**src/rtl/zcft_pkg.sv**
```systemverilog
package zcft_pkg;

  // Fixed field widths of the frequency path.
  localparam int FREQ_W     = 24;
  localparam int COEFF_W    = 17;
  localparam int COEFF_FRAC = 16;
  localparam int RATE_W     = 18;
  localparam int REG_W      = 24;

  typedef logic [FREQ_W-1:0]  freq_t;
  typedef logic [COEFF_W-1:0] coeff_t;

  localparam freq_t  FREQ_MAX  = '1;
  localparam coeff_t COEFF_ONE = coeff_t'(1 << COEFF_FRAC);

  // Configuration register indexes.
  localparam int REG_IDX_W = 3;
  localparam logic [REG_IDX_W-1:0] REG_INVERT      = 3'd0;
  localparam logic [REG_IDX_W-1:0] REG_THRESHOLD   = 3'd1;
  localparam logic [REG_IDX_W-1:0] REG_MAX_STEP    = 3'd2;
  localparam logic [REG_IDX_W-1:0] REG_SAMPLE_RATE = 3'd3;
  localparam logic [REG_IDX_W-1:0] REG_COEFF       = 3'd4;

  // Register values after reset.
  localparam int RST_THRESHOLD = 83886;
  localparam int RST_MAX_STEP  = 25600;
  localparam int RST_RATE      = 48000;
  localparam int RST_COEFF     = 5268;

endpackage

```
**src/rtl/zcft_div.sv**
```systemverilog
module zcft_div #(
  parameter int DIV_W = 26,
  parameter int CNT_W = 20
) (
  input  logic             clk_i,
  input  logic             rst_ni,
  input  logic             start_i,
  input  logic [DIV_W-1:0] dividend_i,
  input  logic [CNT_W-1:0] divisor_i,
  output logic [DIV_W-1:0] quot_o,
  output logic             done_o
);

  localparam int LEFT_W = $clog2(DIV_W + 1);

  logic [DIV_W-1:0]  qr_q;
  logic [CNT_W-1:0]  rem_q;
  logic [CNT_W-1:0]  dvs_q;
  logic [LEFT_W-1:0] left_q;
  logic              done_q;

  logic [CNT_W:0] trial;
  logic [CNT_W:0] sub;
  logic           ge;

  // Restoring division, one quotient bit per cycle. The dividend shifts out
  // of the top of qr_q while quotient bits shift in at the bottom.
  assign trial = {rem_q, qr_q[DIV_W-1]};
  assign ge    = trial >= {1'b0, dvs_q};
  assign sub   = trial - {1'b0, dvs_q};

  always_ff @(posedge clk_i or negedge rst_ni) begin
    if (!rst_ni) begin
      left_q <= '0;
      done_q <= 1'b0;
    end else begin
      done_q <= 1'b0;
      if (start_i) begin
        left_q <= LEFT_W'(DIV_W);
      end else if (left_q != '0) begin
        left_q <= left_q - 1'b1;
        done_q <= (left_q == LEFT_W'(1));
      end
    end
  end

  always_ff @(posedge clk_i) begin
    if (start_i) begin
      qr_q  <= dividend_i;
      rem_q <= '0;
      dvs_q <= divisor_i;
    end else if (left_q != '0) begin
      rem_q <= ge ? sub[CNT_W-1:0] : trial[CNT_W-1:0];
      qr_q  <= {qr_q[DIV_W-2:0], ge};
    end
  end

  assign quot_o = qr_q;
  assign done_o = done_q;

endmodule

```
**src/rtl/zcft_mul.sv**
```systemverilog
module zcft_mul (
  input  logic                                       clk_i,
  input  logic                                       rst_ni,
  input  logic                                       start_i,
  input  zcft_pkg::freq_t                            a_i,
  input  zcft_pkg::coeff_t                           b_i,
  output logic [zcft_pkg::FREQ_W+zcft_pkg::COEFF_W-1:0] prod_o,
  output logic                                       done_o
);

  import zcft_pkg::*;

  localparam int LEFT_W = $clog2(COEFF_W + 1);

  logic [FREQ_W:0]   hi_q;
  coeff_t            lo_q;
  freq_t             a_q;
  logic [LEFT_W-1:0] left_q;
  logic              done_q;

  logic [FREQ_W:0] sum;

  // Shift-add over the multiplier bits, low bit first. The upper half of
  // the product accumulates while the lower half takes the bits shifted out.
  assign sum = hi_q + (lo_q[0] ? {1'b0, a_q} : '0);

  always_ff @(posedge clk_i or negedge rst_ni) begin
    if (!rst_ni) begin
      left_q <= '0;
      done_q <= 1'b0;
    end else begin
      done_q <= 1'b0;
      if (start_i) begin
        left_q <= LEFT_W'(COEFF_W);
      end else if (left_q != '0) begin
        left_q <= left_q - 1'b1;
        done_q <= (left_q == LEFT_W'(1));
      end
    end
  end

  always_ff @(posedge clk_i) begin
    if (start_i) begin
      hi_q <= '0;
      lo_q <= b_i;
      a_q  <= a_i;
    end else if (left_q != '0) begin
      hi_q <= {1'b0, sum[FREQ_W:1]};
      lo_q <= {sum[0], lo_q[COEFF_W-1:1]};
    end
  end

  assign prod_o = {hi_q[FREQ_W-1:0], lo_q};
  assign done_o = done_q;

endmodule

```
**src/rtl/zero_crossing_frequency_tracker_core.sv**
```systemverilog
// Zero-crossing frequency tracker. Each input word carries one signed sample;
// each sample yields one output word with the current frequency estimate
// (unsigned Q16.8 Hz) and two flags: an upward threshold crossing occurred,
// and the crossing's candidate frequency updated the estimate. A sample that
// does not lead to a division goes from the idle state to the finish state
// and enters the output register once that register is empty or being read.
// A crossing with a nonzero period count runs a serial divider, then a serial
// 17-bit multiplier for the smoothing step if the candidate is accepted. The
// divider and the multiplier each work one bit per cycle.
// One sample is in work at a time, and the next can be taken in the cycle
// after the previous word moves to the output register; the next may be
// accepted while a finished word still waits at the output.
module zero_crossing_frequency_tracker_core #(
  parameter int SAMPLE_WIDTH   = 24,
  parameter int COUNT_WIDTH    = 20,
  parameter int FREQ_FRAC_BITS = 8
) (
  input  logic                                        clk_i,
  input  logic                                        rst_ni,
  // Fields from bit 0: sample.
  input  logic [((SAMPLE_WIDTH+7)/8)*8-1:0]           s_axis_tdata_i,
  input  logic                                        s_axis_tvalid_i,
  output logic                                        s_axis_tready_o,
  // Fields from bit 0: frequency.
  output logic [zcft_pkg::FREQ_W-1:0]                 m_axis_tdata_o,
  // Fields from bit 0: crossing, accepted.
  output logic [1:0]                                  m_axis_tuser_o,
  output logic                                        m_axis_tvalid_o,
  input  logic                                        m_axis_tready_i,
  input  logic                                        cfg_we_i,
  input  logic [zcft_pkg::REG_IDX_W-1:0]              cfg_idx_i,
  input  logic [((SAMPLE_WIDTH > zcft_pkg::REG_W) ? SAMPLE_WIDTH
                 : zcft_pkg::REG_W)-1:0]              cfg_data_i
);

  import zcft_pkg::*;

  localparam int CFG_W   = (SAMPLE_WIDTH > REG_W) ? SAMPLE_WIDTH : REG_W;
  localparam int DIV_W   = RATE_W + FREQ_FRAC_BITS;
  localparam int QX_W    = (DIV_W > FREQ_W) ? DIV_W : FREQ_W + 1;
  localparam int PROD_W  = FREQ_W + COEFF_W;

  localparam logic [2:0] ST_IDLE = 3'd0;
  localparam logic [2:0] ST_DIV  = 3'd1;
  localparam logic [2:0] ST_CMP  = 3'd2;
  localparam logic [2:0] ST_MUL  = 3'd3;
  localparam logic [2:0] ST_UPD  = 3'd4;
  localparam logic [2:0] ST_FIN  = 3'd5;

  localparam logic signed [SAMPLE_WIDTH-1:0] SMP_MAX = {1'b0, {(SAMPLE_WIDTH-1){1'b1}}};
  localparam logic signed [SAMPLE_WIDTH-1:0] SMP_MIN = {1'b1, {(SAMPLE_WIDTH-1){1'b0}}};
  localparam logic [COUNT_WIDTH-1:0]         CNT_MAX = '1;
  localparam logic [PROD_W-1:0]              ROUND_HALF = PROD_W'(1 << (COEFF_FRAC - 1));

  // Configuration registers.
  logic                    invert_q;
  logic signed [CFG_W-1:0] thr_q;
  freq_t                   max_step_q;
  logic [RATE_W-1:0]       rate_q;
  coeff_t                  coeff_q;

  // Tracker state.
  logic [2:0]                     state_q, state_d;
  logic signed [SAMPLE_WIDTH-1:0] prev_q;
  logic [COUNT_WIDTH-1:0]         cnt_q;
  freq_t                          est_q;
  logic                           cross_q;
  logic                           acc_q;
  logic                           up_q;
  freq_t                          diff_q;

  // Output register.
  logic  m_valid_q;
  freq_t m_freq_q;
  logic  m_cross_q;
  logic  m_acc_q;

  logic                           in_acc;
  logic                           out_load;
  logic signed [SAMPLE_WIDTH-1:0] smp_raw;
  logic signed [SAMPLE_WIDTH-1:0] smp;
  logic signed [CFG_W-1:0]        smp_x;
  logic signed [CFG_W-1:0]        prev_x;
  logic                           crossed;
  logic                           div_start;
  logic                           div_done;
  logic [DIV_W-1:0]               div_quot;
  logic [QX_W-1:0]                quot_x;
  freq_t                          cand;
  logic                           up;
  freq_t                          diff;
  logic                           take;
  coeff_t                         coeff_eff;
  logic                           mul_start;
  logic                           mul_done;
  logic [PROD_W-1:0]              prod;
  logic [PROD_W-1:0]              rnd;
  logic [FREQ_W:0]                step_w;
  freq_t                          step;

  assign in_acc   = s_axis_tvalid_i && (state_q == ST_IDLE);
  assign out_load = (state_q == ST_FIN) && (!m_valid_q || m_axis_tready_i);

  // Negating the most negative sample saturates at the most positive value.
  assign smp_raw = signed'(s_axis_tdata_i[SAMPLE_WIDTH-1:0]);
  assign smp     = !invert_q ? smp_raw : ((smp_raw == SMP_MIN) ? SMP_MAX : -smp_raw);
  assign smp_x   = CFG_W'(smp);
  assign prev_x  = CFG_W'(prev_q);
  assign crossed = (prev_x <= thr_q) && (smp_x > thr_q);

  assign div_start = in_acc && crossed && (cnt_q != '0);

  zcft_div #(
    .DIV_W (DIV_W),
    .CNT_W (COUNT_WIDTH)
  ) u_div (
    .clk_i      (clk_i),
    .rst_ni     (rst_ni),
    .start_i    (div_start),
    .dividend_i (DIV_W'(rate_q) << FREQ_FRAC_BITS),
    .divisor_i  (cnt_q),
    .quot_o     (div_quot),
    .done_o     (div_done)
  );

  // Candidate saturates at the largest Q16.8 value.
  assign quot_x = QX_W'(div_quot);
  assign cand   = (quot_x[QX_W-1:FREQ_W] != '0) ? FREQ_MAX : quot_x[FREQ_W-1:0];
  assign up     = cand >= est_q;
  assign diff   = up ? cand - est_q : est_q - cand;
  assign take   = diff < max_step_q;

  assign coeff_eff = coeff_q[COEFF_W-1] ? COEFF_ONE : coeff_q;
  assign mul_start = (state_q == ST_CMP) && take;

  zcft_mul u_mul (
    .clk_i   (clk_i),
    .rst_ni  (rst_ni),
    .start_i (mul_start),
    .a_i     (diff),
    .b_i     (coeff_eff),
    .prod_o  (prod),
    .done_o  (mul_done)
  );

  // Round half up at the coefficient's fraction, never past the candidate.
  assign rnd    = prod + ROUND_HALF;
  assign step_w = rnd[PROD_W-1:COEFF_FRAC];
  assign step   = (step_w > {1'b0, diff_q}) ? diff_q : step_w[FREQ_W-1:0];

  always_comb begin
    state_d = state_q;
    unique case (state_q)
      ST_IDLE: begin
        if (in_acc) begin
          state_d = div_start ? ST_DIV : ST_FIN;
        end
      end
      ST_DIV: begin
        if (div_done) begin
          state_d = ST_CMP;
        end
      end
      ST_CMP: state_d = take ? ST_MUL : ST_FIN;
      ST_MUL: begin
        if (mul_done) begin
          state_d = ST_UPD;
        end
      end
      ST_UPD: state_d = ST_FIN;
      ST_FIN: begin
        if (out_load) begin
          state_d = ST_IDLE;
        end
      end
      default: state_d = ST_IDLE;
    endcase
  end

  always_ff @(posedge clk_i or negedge rst_ni) begin
    if (!rst_ni) begin
      invert_q   <= 1'b0;
      thr_q      <= CFG_W'(RST_THRESHOLD);
      max_step_q <= FREQ_W'(RST_MAX_STEP);
      rate_q     <= RATE_W'(RST_RATE);
      coeff_q    <= COEFF_W'(RST_COEFF);
    end else if (cfg_we_i) begin
      unique case (cfg_idx_i)
        REG_INVERT:      invert_q   <= cfg_data_i[0];
        REG_THRESHOLD:   thr_q      <= CFG_W'(signed'(cfg_data_i[SAMPLE_WIDTH-1:0]));
        REG_MAX_STEP:    max_step_q <= cfg_data_i[FREQ_W-1:0];
        REG_SAMPLE_RATE: rate_q     <= cfg_data_i[RATE_W-1:0];
        REG_COEFF:       coeff_q    <= cfg_data_i[COEFF_W-1:0];
        default: ;
      endcase
    end
  end

  always_ff @(posedge clk_i or negedge rst_ni) begin
    if (!rst_ni) begin
      state_q   <= ST_IDLE;
      prev_q    <= SMP_MAX;
      cnt_q     <= '0;
      est_q     <= '0;
      cross_q   <= 1'b0;
      acc_q     <= 1'b0;
      up_q      <= 1'b0;
      m_valid_q <= 1'b0;
    end else begin
      state_q <= state_d;
      if (in_acc) begin
        prev_q  <= smp;
        cross_q <= crossed;
        acc_q   <= 1'b0;
        // A crossing clears the count before this sample's increment.
        if (crossed) begin
          cnt_q <= COUNT_WIDTH'(1);
        end else if (cnt_q != CNT_MAX) begin
          cnt_q <= cnt_q + 1'b1;
        end
      end
      if (state_q == ST_CMP) begin
        up_q <= up;
      end
      if (state_q == ST_UPD) begin
        est_q <= up_q ? est_q + step : est_q - step;
        acc_q <= 1'b1;
      end
      if (out_load) begin
        m_valid_q <= 1'b1;
      end else if (m_axis_tready_i) begin
        m_valid_q <= 1'b0;
      end
    end
  end

  always_ff @(posedge clk_i) begin
    if (state_q == ST_CMP) begin
      diff_q <= diff;
    end
    if (out_load) begin
      m_freq_q  <= est_q;
      m_cross_q <= cross_q;
      m_acc_q   <= acc_q;
    end
  end

  assign s_axis_tready_o = (state_q == ST_IDLE);
  assign m_axis_tvalid_o = m_valid_q;
  assign m_axis_tdata_o  = m_freq_q;
  assign m_axis_tuser_o  = {m_acc_q, m_cross_q};

`ifndef SYNTHESIS
  // An estimate update only ever follows a crossing.
  a_acc_needs_cross: assert property (@(posedge clk_i) disable iff (!rst_ni)
    m_valid_q |-> (!m_acc_q || m_cross_q))
    else $error("accepted flag without crossing");

  // The estimate moves only in the update step.
  a_est_only_upd: assert property (@(posedge clk_i) disable iff (!rst_ni)
    (est_q != $past(est_q)) |-> ($past(state_q) == ST_UPD))
    else $error("estimate changed outside update");

  // After any accepted sample the period count is nonzero.
  a_cnt_nonzero: assert property (@(posedge clk_i) disable iff (!rst_ni)
    in_acc |=> (cnt_q != '0))
    else $error("period count zero after sample");

  // The divider finishes only while the sequencer waits for it.
  a_div_done_state: assert property (@(posedge clk_i) disable iff (!rst_ni)
    div_done |-> (state_q == ST_DIV))
    else $error("divider done outside divide state");
`endif

endmodule
```
**config.mk**
```make
export PLATFORM = sky130hd
export DESIGN_NAME = zero_crossing_frequency_tracker_core
export DESIGN_NICKNAME = d
export VERILOG_FILES = /design/src/rtl/zcft_pkg.sv /design/src/rtl/zcft_div.sv /design/src/rtl/zcft_mul.sv /design/src/rtl/zero_crossing_frequency_tracker_core.sv
export SDC_FILE = /design/constraint.sdc
export NUM_CORES = 1
export LEC_CHECK = 0
export BUFFER_PORTS_ARGS = -buffer_cell sky130_fd_sc_hd__buf_2
export CAP_MARGIN = 25
export CELL_PAD_IN_SITES_DETAIL_PLACEMENT = 1
export CELL_PAD_IN_SITES_GLOBAL_PLACEMENT = 1
export CORE_ASPECT_RATIO = 1.4
export CORE_MARGIN = 1.5
export CORE_UTILIZATION = 50
export DETAILED_ROUTE_END_ITERATION = 6
export PLACE_DENSITY = 0.85
export REMOVE_ABC_BUFFERS = 1
export SLEW_MARGIN = 5
export SYNTH_ARGS = -nofsm -noshare
export SYNTH_HDL_FRONTEND = slang
export SYNTH_SLANG_ARGS = --single-unit
export TNS_END_PERCENT = 20
```
**constraint.sdc**
```tcl
create_clock -name clk_i -period 7.9 [get_ports clk_i]
set_input_delay 1.58 -clock clk_i [delete_from_list [all_inputs] [get_ports clk_i]]
set_output_delay 1.58 -clock clk_i [all_outputs]
set_load 0.01 [all_outputs]
```
==> results.json <==
{
  "placed_cells": 3264,
  "cts_tree": "done",
  "fin_cells": 3342,
  "crit_arrival_ps": 7840,
  "wirelength_um": 76600,
  "drv_slew": 0,
  "mostFrequentLayoutCell": "nand2_1",
  "grt_start_max_net_pins": 102,
  "drt_iter0_markers": 937,
  "dp_hpwl_um": 56900,
  "seq_area_frac_synth_pct": 38.7,
  "ys_warn_count": 0,
  "vias_per_cell": 6.14,
  "htree_levels": 2,
  "cts.sinks": 352,
  "io_buffers": 83,
  "startpoint_type": "flop",
  "drc": 0,
  "rows": 94,
  "synth_edf_count": 129,
  "synth_top_area_cell": "edfxtp_1",
  "maxCapViolCount": 0,
  "tightest_slew_ps": 996,
  "ctsLongestPathBuffers": 3,
  "syn_area_per_cell_um2": 9.13,
  "critical_path_class": "flop to flop",
  "ys_seq_elements": 352,
  "grt_pass1_wl_um": 120000,
  "die_area_um2": 49100,
  "hp-class": "flop to flop",
  "end_kind": "flop",
  "grt_pass1_vias": 22061,
  "synth_top_area_share_pct": 16.2,
  "core_area_um2": 47000,
  "antenna_found_initial": 5,
  "cp_max_fo": 26,
  "place.gp.congestion": 0.954,
  "drt_first_pass_iters": 5,
  "ys_top_cells_by_area": "edfxtp_1, dfrtp_1, ha_1, dfstp_2, dfxtp_1",
  "worst_hold_slack_ps": 473,
  "netlist_area_um2": 23900,
  "post-route-period-util_pct": 95.9,
  "clk_latency_ps": 560,
  "initial_utilization_pct": 50.8,
  "ctsRootBufferMaster": "clkbuf_16",
  "ios": 84,
  "area_growth_syn_to_layout_pct": 10.8,
  "hold_viol": 0,
  "status": "complete, no violations",
  "die_h_um": 262,
  "cp.required_ps": 8160,
  "drive_gt1_share_pct": 13.5,
  "layout_common_cells": "nand2_1, ha_1, o21ai_0",
  "postSynthCellCount": 2616,
  "relSlewSlack_pct": 33.6,
  "postRouteAntennaNets": 0,
  "fmax_mhz": 132,
  "grt_use_total_pct": 30.9,
  "via_count": 20517,
  "async_flop_share_pct": 48.6,
  "nets": 2974,
  "setup_tns_ps": 0,
  "synthFlopType": "edfxtp_1",
  "routedWlPerCell_um": 22.9,
  "clock_skew_ps": 19.9,
  "grt_overflow_total": 0,
  "yosysUniqueCellTypes": 76,
  "setup_viol": 0,
  "die_w_um": 188,
  "clkTransAtPathRegs_ps": 70,
  "cts_buffers": 38,
  "min_period_ps": 7580
}
## per-layer routing
layer | part of all wire, % | global-route usage (%) | vias to the layer above
li1 | - | - | 9501
met2 | 51 | 57.0 | 507
met3 | 3.6 | 4.07 | 290
met4 | 7.8 | 22.6 | 8
met1 | 37 | 32.4 | 10211
met5 | 0.076 | 0 | -
## stage by stage
stage	utilization, %	setup slack (ps)	cell area (µm²)
floorplan	-	-3310	23500
global placement	53.4	261	25100
detailed placement	53.4	-167	25100
CTS	56.0	52.4	26300
global route	56.2	-57.7	26500
finish	56.2	321	26500
## registers in the layout, summed over array words and instances (netlist names), 24 cells and up
| register | flops |
|---|---|
| est_q | 24 |
| u_div.quot_o | 26 |
| diff_q | 24 |
| prev_q | 24 |
| u_mul.a_q | 24 |
| m_axis_tdata_o | 24 |
| thr_q | 24 |
| max_step_q | 24 |
| u_mul.hi_q | 24 |
## Yosys cell counts, types with 5 or more instances
master	number
nand2_1	256
ha_1	227
o21ai_0	206
inv_1	185
nor2_1	176
a21oi_1	158
edfxtp_1	129
dfrtp_1	123
clkbuf_1	95
mux2_2	85
xnor2_1	82
a21o_1	72
nor3_1	67
xor2_1	55
dfxtp_1	52
or3_1	52
nand3_1	51
nor2b_1	49
dfstp_2	48
nand4_1	42
a211oi_1	39
and2_1	33
o21a_1	29
a31oi_1	25
and3_1	24
nor4_1	23
nand2b_1	20
nand3b_1	19
o21bai_1	16
mux2i_1	15
o31ai_1	15
a21boi_0	12
and4_1	12
buf_1	8
a31o_2	7
o211ai_1	7
o41ai_1	7
a2111oi_0	6
fa_1	5
o2111ai_1	5
## path summary, 6_finish.rpt
kind / startpoint / endpoint / slack [ps] / cells after the start
min in group asynchronous: rst_ni / thr_q[17] / 1130 / 1
worst max register to register: u_div.quot_o[25] / u_mul.lo_q[0] / 320 / 25
worst min-delay path: u_div.rem_q[19] / u_div.rem_q[19] / 470 / 2
max in group asynchronous: rst_ni / coeff_q[2] / 5510 / 3
worst max-delay path: u_div.quot_o[25] / u_mul.lo_q[0] / 320 / 25
worst min register to register: u_div.rem_q[19] / u_div.rem_q[19] / 470 / 2
## area by class of cell
type | instances | area, µm²
clock buffer | 45 | 998
antenna | 2 | 5.00
clock inverter | 25 | 218
timing repair buffer | 138 | 925
sequential | 352 | 9260
tap | 624 | 781
multi-input combinational | 1971 | 13600
fill | 5448 | 20600
inverter | 185 | 694
## cell families after synthesis
| group | after synthesis | synth area share (%) |
|---|---|---|
| flops | 352 | 38.7 |
| fa+ha+maj | 232 | 12.3 |
| compound gates | 650 | 17.0 |
| mux | 100 | 4.64 |
| simple gates | 852 | 17.6 |
| xor+xnor | 137 | 5.02 |
| buf+inv | 293 | 4.70 |
## critical path: stages (launching register included)
cell and delay [ps]:
edfxtp_1 790, or3_1 240, inv_1 50, ha_1 210, fa_1 410, nand2b_1 150
a21boi_0 300, o21ai_0 210, a21oi_1 360, o211ai_1 300, a31o_2 450, mux2i_1 270
xor2_1 540, ha_1 380, a21o_1 190, a21o_1 170, a21oi_1 160, nor2b_1 70
o21ai_0 240, nand2b_1 90, a2111oi_0 480, o31ai_1 290, nor3b_2 310, buf_12 210
nand2b_1 170, buf_12 170
## timing repair
action,in CTS,in global routing
pin swaps,0,1
endpoints found under the setup margin,3,6
resized for setup,2,9
setup buffers,0,4
hold buffers,0,0
Power is not shown: default switching activity piles up to over one toggle a cycle in this logic, so the estimate is an artifact.
